## src/hw/rtl/psb_pkg.sv

```systemverilog
// psb_pkg: shared field widths, status codes and the result struct of the
// priority slot buffer. No dependencies.
`timescale 1ns / 1ps

package psb_pkg;

	localparam int PRIO_IN_W = 4;
	localparam int ID_W      = 16;
	localparam int TIME_W    = 32;
	localparam int IDX_OUT_W = 3;
	localparam int FILL_W    = 4;
	localparam int STATUS_W  = 2;

	typedef logic [STATUS_W-1:0] status_t;

	localparam status_t STATUS_ADDED    = 2'd0;
	localparam status_t STATUS_REJECTED = 2'd1;
	localparam status_t STATUS_TAKEN    = 2'd2;
	localparam status_t STATUS_EMPTY    = 2'd3;

	typedef struct packed {
		status_t               status;
		logic [IDX_OUT_W-1:0]  slot_index;
		logic [PRIO_IN_W-1:0]  out_priority;
		logic [ID_W-1:0]       out_id;
		logic [TIME_W-1:0]     out_time;
		logic [FILL_W-1:0]     fill_count;
	} rsp_t;

endpackage

```

## src/hw/rtl/psb_slot_mem.sv

```systemverilog
// psb_slot_mem: slot contents store (priority, id, time), one write and one
// read port, registered read data. No package dependency.
`timescale 1ns / 1ps

module psb_slot_mem #(
	parameter int DEPTH = 8,
	parameter int AW    = 3,
	parameter int DW    = 52
) (
	input  logic          clk,
	input  logic          wr_en,
	input  logic [AW-1:0] wr_addr,
	input  logic [DW-1:0] wr_data,
	input  logic          rd_en,
	input  logic [AW-1:0] rd_addr,
	output logic [DW-1:0] rd_data
);

	logic [DW-1:0] mem [DEPTH];
	logic [DW-1:0] rd_data_s1;

	always_ff @(posedge clk) begin
		if (wr_en) begin
			mem[wr_addr] <= wr_data;
		end
	end

	always_ff @(posedge clk) begin
		if (rd_en) begin
			rd_data_s1 <= mem[rd_addr];
		end
	end

	assign rd_data = rd_data_s1;

endmodule

```

## src/hw/rtl/psb_ctrl.sv

```systemverilog
// psb_ctrl: sequencer of the priority slot buffer. Holds the valid bits and
// fill count, scans the slot store and picks the free or best slot.
// Depends on psb_pkg.
`timescale 1ns / 1ps

module psb_ctrl #(
	parameter int SLOTS = 8,
	parameter int PW    = 4,
	parameter int IDX_W = 3,
	parameter int DW    = 52
) (
	input  logic                      clk,
	input  logic                      arst_n,
	input  logic                      req_valid,
	output logic                      req_stall,
	input  logic                      action,
	input  logic [PW-1:0]             req_pr,
	input  logic [psb_pkg::ID_W-1:0]  req_id,
	input  logic [psb_pkg::TIME_W-1:0] req_time,
	output logic                      mem_wr_en,
	output logic [IDX_W-1:0]          mem_wr_addr,
	output logic [DW-1:0]             mem_wr_data,
	output logic                      mem_rd_en,
	output logic [IDX_W-1:0]          mem_rd_addr,
	input  logic [DW-1:0]             mem_rd_data,
	input  logic                      out_free,
	output logic                      rsp_load,
	output psb_pkg::rsp_t             rsp
);

	localparam int CNT_W = $clog2(SLOTS + 1);
	localparam int TW    = psb_pkg::TIME_W;
	localparam int IW    = psb_pkg::ID_W;

	typedef enum logic [2:0] {
		ST_IDLE = 3'b001,
		ST_SCAN = 3'b010,
		ST_DONE = 3'b100
	} state_t;

	state_t              state_q;
	logic                action_q;
	logic [PW-1:0]       pr_q;
	logic [IW-1:0]       id_q;
	logic [TW-1:0]       time_q;
	logic [SLOTS-1:0]    valid_q;
	logic [CNT_W-1:0]    count_q;
	logic [CNT_W-1:0]    scan_cnt_q;
	logic                rd_vld_s1;
	logic [IDX_W-1:0]    rd_idx_s1;
	logic                found_q;
	logic [IDX_W-1:0]    best_idx_q;
	logic [PW-1:0]       best_pr_q;
	logic [IW-1:0]       best_id_q;
	logic [TW-1:0]       best_time_q;

	logic                accept;
	logic                issue;
	logic                scan_end;
	logic                done_go;
	logic [PW-1:0]       d_pr;
	logic [IW-1:0]       d_id;
	logic [TW-1:0]       d_time;
	logic                cand_valid;
	logic                take_better;
	logic                add_free;
	logic                upd;
	logic [CNT_W-1:0]    count_nxt;

	assign accept    = req_valid && (state_q == ST_IDLE);
	assign req_stall = (state_q != ST_IDLE);

	assign issue       = (state_q == ST_SCAN) && (scan_cnt_q != CNT_W'(SLOTS));
	assign scan_end    = (state_q == ST_SCAN) && (scan_cnt_q == CNT_W'(SLOTS));
	assign mem_rd_en   = issue;
	assign mem_rd_addr = scan_cnt_q[IDX_W-1:0];

	assign d_pr   = mem_rd_data[DW-1 -: PW];
	assign d_id   = mem_rd_data[TW +: IW];
	assign d_time = mem_rd_data[TW-1:0];

	assign cand_valid  = valid_q[rd_idx_s1];
	// stale entries of free slots are read but never used
	assign take_better = cand_valid && (!found_q || (d_pr < best_pr_q) ||
		((d_pr == best_pr_q) && (d_time < best_time_q)));
	assign add_free    = !cand_valid && !found_q;
	assign upd         = rd_vld_s1 && (action_q ? take_better : add_free);

	assign done_go  = (state_q == ST_DONE) && out_free;
	assign rsp_load = done_go;

	assign mem_wr_en   = done_go && !action_q && found_q;
	assign mem_wr_addr = best_idx_q;
	assign mem_wr_data = {pr_q, id_q, time_q};

	always_comb begin
		rsp       = '0;
		count_nxt = count_q;
		case ({action_q, found_q})
			2'b01: begin
				count_nxt       = count_q + CNT_W'(1);
				rsp.status      = psb_pkg::STATUS_ADDED;
				rsp.slot_index  = psb_pkg::IDX_OUT_W'(best_idx_q);
			end
			2'b00: begin
				rsp.status       = psb_pkg::STATUS_REJECTED;
				rsp.out_priority = psb_pkg::PRIO_IN_W'(pr_q);
			end
			2'b11: begin
				count_nxt        = count_q - CNT_W'(1);
				rsp.status       = psb_pkg::STATUS_TAKEN;
				rsp.slot_index   = psb_pkg::IDX_OUT_W'(best_idx_q);
				rsp.out_priority = psb_pkg::PRIO_IN_W'(best_pr_q);
				rsp.out_id       = best_id_q;
				rsp.out_time     = best_time_q;
			end
			default: begin
				rsp.status = psb_pkg::STATUS_EMPTY;
			end
		endcase
		rsp.fill_count = psb_pkg::FILL_W'(count_nxt);
	end

	always_ff @(posedge clk or negedge arst_n) begin
		if (!arst_n) begin
			state_q    <= ST_IDLE;
			valid_q    <= '0;
			count_q    <= '0;
			scan_cnt_q <= '0;
			rd_vld_s1  <= 1'b0;
			found_q    <= 1'b0;
		end else begin
			rd_vld_s1 <= issue;
			unique case (state_q)
				ST_IDLE: begin
					if (accept) begin
						scan_cnt_q <= '0;
						found_q    <= 1'b0;
						state_q    <= ST_SCAN;
					end
				end
				ST_SCAN: begin
					if (issue) begin
						scan_cnt_q <= scan_cnt_q + CNT_W'(1);
					end
					if (upd) begin
						found_q <= 1'b1;
					end
					// last read beat is compared on this same edge
					if (scan_end) begin
						state_q <= ST_DONE;
					end
				end
				ST_DONE: begin
					if (done_go) begin
						if (found_q) begin
							valid_q[best_idx_q] <= !action_q;
						end
						count_q <= count_nxt;
						state_q <= ST_IDLE;
					end
				end
				default: begin
					state_q <= ST_IDLE;
				end
			endcase
		end
	end

	always_ff @(posedge clk) begin
		if (accept) begin
			action_q <= action;
			pr_q     <= req_pr;
			id_q     <= req_id;
			time_q   <= req_time;
		end
		if (issue) begin
			rd_idx_s1 <= mem_rd_addr;
		end
		if (upd) begin
			best_idx_q  <= rd_idx_s1;
			best_pr_q   <= d_pr;
			best_id_q   <= d_id;
			best_time_q <= d_time;
		end
	end

	a_count_matches: assert property (@(posedge clk) disable iff (!arst_n)
		count_q == CNT_W'($countones(valid_q)))
		else $error("fill count out of step with valid bits");

	a_take_clears: assert property (@(posedge clk) disable iff (!arst_n)
		(done_go && action_q && found_q) |=> !valid_q[$past(best_idx_q)])
		else $error("taken slot still marked valid");

	a_scan_bound: assert property (@(posedge clk) disable iff (!arst_n)
		scan_cnt_q <= CNT_W'(SLOTS))
		else $error("scan counter past last slot");

	a_read_in_scan: assert property (@(posedge clk) disable iff (!arst_n)
		rd_vld_s1 |-> (state_q == ST_SCAN))
		else $error("read data returned outside scan");

endmodule

```

## src/hw/rtl/priority_slot_buffer.sv

```systemverilog
// priority_slot_buffer: slot buffer that hands out requests lowest priority
// value first, then oldest time, then lowest slot.
// Depends on psb_pkg, psb_slot_mem and psb_ctrl.
//
// Usage:
//   request channel (req_valid / req_stall): action 0 adds a request
//   (request_priority, request_id, request_time) into the lowest free slot,
//   action 1 takes the best stored request. One result beat per request beat.
//   result channel (rsp_valid / rsp_stall): status, slot_index, out_priority,
//   out_id, out_time and fill_count after the item.
//   Timing: every item scans all SLOTS entries of the slot store, one read per
//   cycle through its single read port, before its result is registered; a
//   new request is taken only once the previous result has been loaded into
//   the output register.
//   The result sits in an output register; while the receiver stalls, the
//   next request is still taken and scanned, and only its final write-back
//   waits until the output register frees up.
//   Reset clears all valid bits and the fill count; slot contents are not
//   cleared, so the block is ready in the first cycle after reset.
`timescale 1ns / 1ps

module priority_slot_buffer #(
	parameter int SLOTS         = 8,
	parameter int PRIORITY_BITS = 4
) (
	input  logic                               clk,
	input  logic                               arst_n,
	input  logic                               req_valid,
	output logic                               req_stall,
	input  logic                               action,
	input  logic [psb_pkg::PRIO_IN_W-1:0]      request_priority,
	input  logic [psb_pkg::ID_W-1:0]           request_id,
	input  logic [psb_pkg::TIME_W-1:0]         request_time,
	output logic                               rsp_valid,
	input  logic                               rsp_stall,
	output psb_pkg::status_t                   status,
	output logic [psb_pkg::IDX_OUT_W-1:0]      slot_index,
	output logic [psb_pkg::PRIO_IN_W-1:0]      out_priority,
	output logic [psb_pkg::ID_W-1:0]           out_id,
	output logic [psb_pkg::TIME_W-1:0]         out_time,
	output logic [psb_pkg::FILL_W-1:0]         fill_count
);

	localparam int PW    = (PRIORITY_BITS < psb_pkg::PRIO_IN_W) ?
		PRIORITY_BITS : psb_pkg::PRIO_IN_W;
	localparam int IDX_W = (SLOTS > 1) ? $clog2(SLOTS) : 1;
	localparam int DW    = PW + psb_pkg::ID_W + psb_pkg::TIME_W;

	logic              mem_wr_en;
	logic [IDX_W-1:0]  mem_wr_addr;
	logic [DW-1:0]     mem_wr_data;
	logic              mem_rd_en;
	logic [IDX_W-1:0]  mem_rd_addr;
	logic [DW-1:0]     mem_rd_data;
	logic              out_free;
	logic              rsp_load;
	psb_pkg::rsp_t     rsp_nxt;
	psb_pkg::rsp_t     rsp_q;
	logic              rsp_valid_q;

	psb_slot_mem #(
		.DEPTH (SLOTS),
		.AW    (IDX_W),
		.DW    (DW)
	) u_mem (
		.clk     (clk),
		.wr_en   (mem_wr_en),
		.wr_addr (mem_wr_addr),
		.wr_data (mem_wr_data),
		.rd_en   (mem_rd_en),
		.rd_addr (mem_rd_addr),
		.rd_data (mem_rd_data)
	);

	psb_ctrl #(
		.SLOTS (SLOTS),
		.PW    (PW),
		.IDX_W (IDX_W),
		.DW    (DW)
	) u_ctrl (
		.clk         (clk),
		.arst_n      (arst_n),
		.req_valid   (req_valid),
		.req_stall   (req_stall),
		.action      (action),
		.req_pr      (request_priority[PW-1:0]),
		.req_id      (request_id),
		.req_time    (request_time),
		.mem_wr_en   (mem_wr_en),
		.mem_wr_addr (mem_wr_addr),
		.mem_wr_data (mem_wr_data),
		.mem_rd_en   (mem_rd_en),
		.mem_rd_addr (mem_rd_addr),
		.mem_rd_data (mem_rd_data),
		.out_free    (out_free),
		.rsp_load    (rsp_load),
		.rsp         (rsp_nxt)
	);

	assign out_free = !rsp_valid_q || !rsp_stall;

	always_ff @(posedge clk or negedge arst_n) begin
		if (!arst_n) begin
			rsp_valid_q <= 1'b0;
		end else if (rsp_load) begin
			rsp_valid_q <= 1'b1;
		end else if (!rsp_stall) begin
			rsp_valid_q <= 1'b0;
		end
	end

	always_ff @(posedge clk) begin
		if (rsp_load) begin
			rsp_q <= rsp_nxt;
		end
	end

	assign rsp_valid    = rsp_valid_q;
	assign status       = rsp_q.status;
	assign slot_index   = rsp_q.slot_index;
	assign out_priority = rsp_q.out_priority;
	assign out_id       = rsp_q.out_id;
	assign out_time     = rsp_q.out_time;
	assign fill_count   = rsp_q.fill_count;

endmodule

```

## config.mk

```make
export PLATFORM = sky130hd
export DESIGN_NAME = priority_slot_buffer
export DESIGN_NICKNAME = d
export VERILOG_FILES = /design/src/hw/rtl/psb_pkg.sv /design/src/hw/rtl/psb_slot_mem.sv /design/src/hw/rtl/psb_ctrl.sv /design/src/hw/rtl/priority_slot_buffer.sv
export SDC_FILE = /design/constraint.sdc
export NUM_CORES = 1
export LEC_CHECK = 0
export BUFFER_PORTS_ARGS = -buffer_cell sky130_fd_sc_hd__buf_2
export CORE_ASPECT_RATIO = 0.75
export CORE_MARGIN = 2
export CORE_UTILIZATION = 55
export DETAILED_ROUTE_END_ITERATION = 16
export GPL_ROUTABILITY_DRIVEN = 0
export PLACE_DENSITY = 0.75
export REMOVE_ABC_BUFFERS = 1
export SLEW_MARGIN = 30
export SYNTH_ARGS = -nofsm -noshare
export SYNTH_HDL_FRONTEND = slang
export SYNTH_HIERARCHICAL = 1
export SYNTH_SLANG_ARGS = --single-unit
```

## constraint.sdc

```tcl
create_clock -name clk -period 6.1 [get_ports clk]
set_input_delay 1.22 -clock clk [delete_from_list [all_inputs] [get_ports clk]]
set_output_delay 1.22 -clock clk [all_outputs]
set_load 0.02 [all_outputs]
```

==> impl_metrics.toml <==
[power_and_ir_drop]
ir_worst_vdd_mv = 0.295
pwr_density_cell_nw_per_um2 = 389
power.leakage_nw = 9.25
power.total_mw = 11.0

[yosys]
ys_seq_area_share_pct = 79.4
yosysTopAreaCell = "edfxtp_1"
synth_top_area_share_pct = 77.2
syn-instance-count = 1156
synthTopCellsByArea = "edfxtp_1 77%, mux4_2 9.1%, mux2_2 2.4%"
synth_ff_type = "edfxtp_1"
yosysMostFrequentCell = "edfxtp_1"
ys_ff_latch = 662
ys_top_cells_by_count = "640 x edfxtp_1, 101 x mux4_2, 55 x nor2_1"
async_flop_share_pct = 3.32
syn_area_per_cell_um2 = 21.5
syn_area_um2 = 24900
synth_edf_count = 640
synth_cell_types = 49
yosysWarnings = 6

[cts]
cts_buffers = 59
cts_sinks = 662
holdBufCountCts = 0
post-cts-setup-buffers = 0
cts_resized = 0
cts_tree = "done"
clock_tree.buffer_depth = 3
clk_latency_ns = 0.62
clk_pin_slew_ns = 0.06
htree_levels = 2
clockRootBuffer = "clkbuf_16"

[critical_path]
path_class = "input port to register"
worstSetupEndpointType = "register"
critPathRequiredTime_ns = 6.37
cp_max_fo = 27
worstReg2RegEnd = "u_ctrl/best_id_q[0]"
reg2reg_setup_slack_ns = 2.77
start_kind = "input port"
reg2reg_depth = 8
rr_startpoint = "u_mem/rd_data[30]"
cp.arrival_ns = 3.61

[drt]
wl_um = 45700
avgRoutedWirePerCell_um = 23.4
postRouteAntennaNets = 0
drc = 0
drt_pre_antenna_iters = 5
num_vias = 11364
vias_per_cell = 5.83
route.met3.wl_um = 2590
drt_iter0_markers = 958
wl_met1_um = 20000
dr_wl_met2_um = 22200
top_layer_used = "met4"

[sta]
period_share_pct = 54.8
worst_slew_pin_slew_ns = 0.990
relSlewSlack_pct = 34.0
max_freq_ghz = 0.299
period_minus_slack_ns = 3.34
drv_slew = 0
rsz0062_at_grt = "no"
fin_skew_ns = 0.0196
finalSetupViolCount = 0
finalHoldViolations = 0

[layout]
syn_to_final_growth_pct = 13.3
layout.nets = 1416
drive_gt1_share_pct = 29.9
n_antenna_cell = 0
fin_cells = 1949

[placement]
post-dp-hpwl_um = 27000
dp_cells = 1839
numPortBuffers = 119

[die]
die_height_um = 188
die-area_um2 = 47000
die_w_um = 250
num_io_pins = 120
coreArea_um2 = 44700
initial_core_util_pct = 55.7
num_rows = 67

[global_route]
grt.total_usage_pct = 19.8
grt_max_degree = 69
grt_pass1_wl_um = 70000
grt_antenna_before_repair = 0
grt_pass1_vias = 11746
grt.overflow.total = 0

[worst_hold_path]
hold_path.class = "register to register"
whs_path_depth = 0
min_from = "u_mem/rd_data[40]"
holdPathEnd = "u_ctrl/best_id_q[8]"

[status]
status = "completed"

[flow_run]
cap_violations = 0
==> report_power, final <==
part,total [mW],switching (mW),internal (mW)
logic,1.47,0.728,0.747
registers,5.81,0.332,5.48
clock network,3.70,1.61,2.09
==> per-stage QoR <==
step / utilization (%) / area (um2) / TNS (ns) / setup slack (ns) / hold slack, ns
floorplan: - / 24600 / -207.27 / -1.52 / 0.400
global placement: 58.6 / 26200 / 0 / 2.12 / 0.403
detailed placement: 58.7 / 26200 / 0 / 2.15 / 0.405
CTS: 63.1 / 28200 / 0 / 2.72 / 0.421
global route: 63.1 / 28200 / 0 / 2.59 / 0.424
finish: 63.1 / 28200 / 0 / 2.76 / 0.417
==> routing by layer <==
metal	vias up	GRT usage, %
met4	0	4.91
met3	64	4.08
li1	4968	-
met2	343	32.1
met1	5989	28.2
met5	-	0
==> layout make-up <==
class,instances,area [um2]
multi-input combinational,409,4780
timing repair buffer,141,821
clock buffer,71,1560
tap,586,733
fill,2941,16500
sequential,662,19800
clock inverter,38,384
inverter,42,158
==> worst max path at each step <==
stage | from | end | slack, ns | cells after the start
4_1_cts | u_mem/rd_data[30] | u_ctrl/best_id_q[0] | 2.72 | 8
2_1_floorplan | rsp_stall | u_mem/mem[4][0] | -1.52 | 6
3_3_place_gp | rsp_stall | u_mem/mem[2][16] | 2.12 | 8
3_5_place_dp | rsp_stall | u_mem/mem[7][15] | 2.15 | 8
5_1_grt | u_mem/rd_data[30] | u_ctrl/best_id_q[0] | 2.59 | 8
6_report | rsp_stall | u_mem/mem[7][15] | 2.76 | 8
==> registers in the layout (all words and copies together) (netlist names), 2 cells and up <==
name                cells
status                  2
u_ctrl/pr_q             4
out_priority            4
u_ctrl/time_q          32
u_ctrl/scan_cnt_q       4
u_ctrl/best_time_q     32
u_ctrl/rd_idx_s1        3
u_ctrl/best_pr_q        4
u_ctrl/best_id_q       16
u_mem/mem             416
u_ctrl/valid_q          8
slot_index              3
u_mem/rd_data          52
fill_count              4
u_ctrl/state_q          3
u_ctrl/count_q          4
u_ctrl/id_q            16
u_ctrl/mem_wr_addr      3
out_time               32
out_id                 16
==> cells in the final DEF (no fill, tap or decap), types with 9 or more instances in the layout <==
cell and n:
dfrtp_1 18, and2_1 17, mux2_2 54, buf_4 19, o21ai_0 15, clkinv_2 10, mux4_2 101, clkinv_1 10
ha_1 43, clkbuf_16 59, edfxtp_1 640, a21oi_1 20, buf_2 119, nand2_1 19, inv_1 42, nor2_1 48
nand4_1 9
==> cells by family after synthesis <==
group                      after synthesis  share of synthesized area, %
AOI/OAI and AO/OA                       56                          1.33
xor gates and xnor gates                 6                         0.211
adders and majority gates               44                          2.24
buffers and inverters                   85                          1.74
DFF                                    662                          79.4
muxes                                  165                          12.3
and+or+nand+nor                        138                          2.77
==> worst max-delay path, cell delays in order <==
cell	delay, ns
buf_2	0.10
nand2_1	0.08
and4bb_4	0.25
nand2_1	0.09
nor2_1	0.25
nand2_1	0.27
nor2_4	0.81
buf_4	0.50
Power figures use the tool's default switching activity.
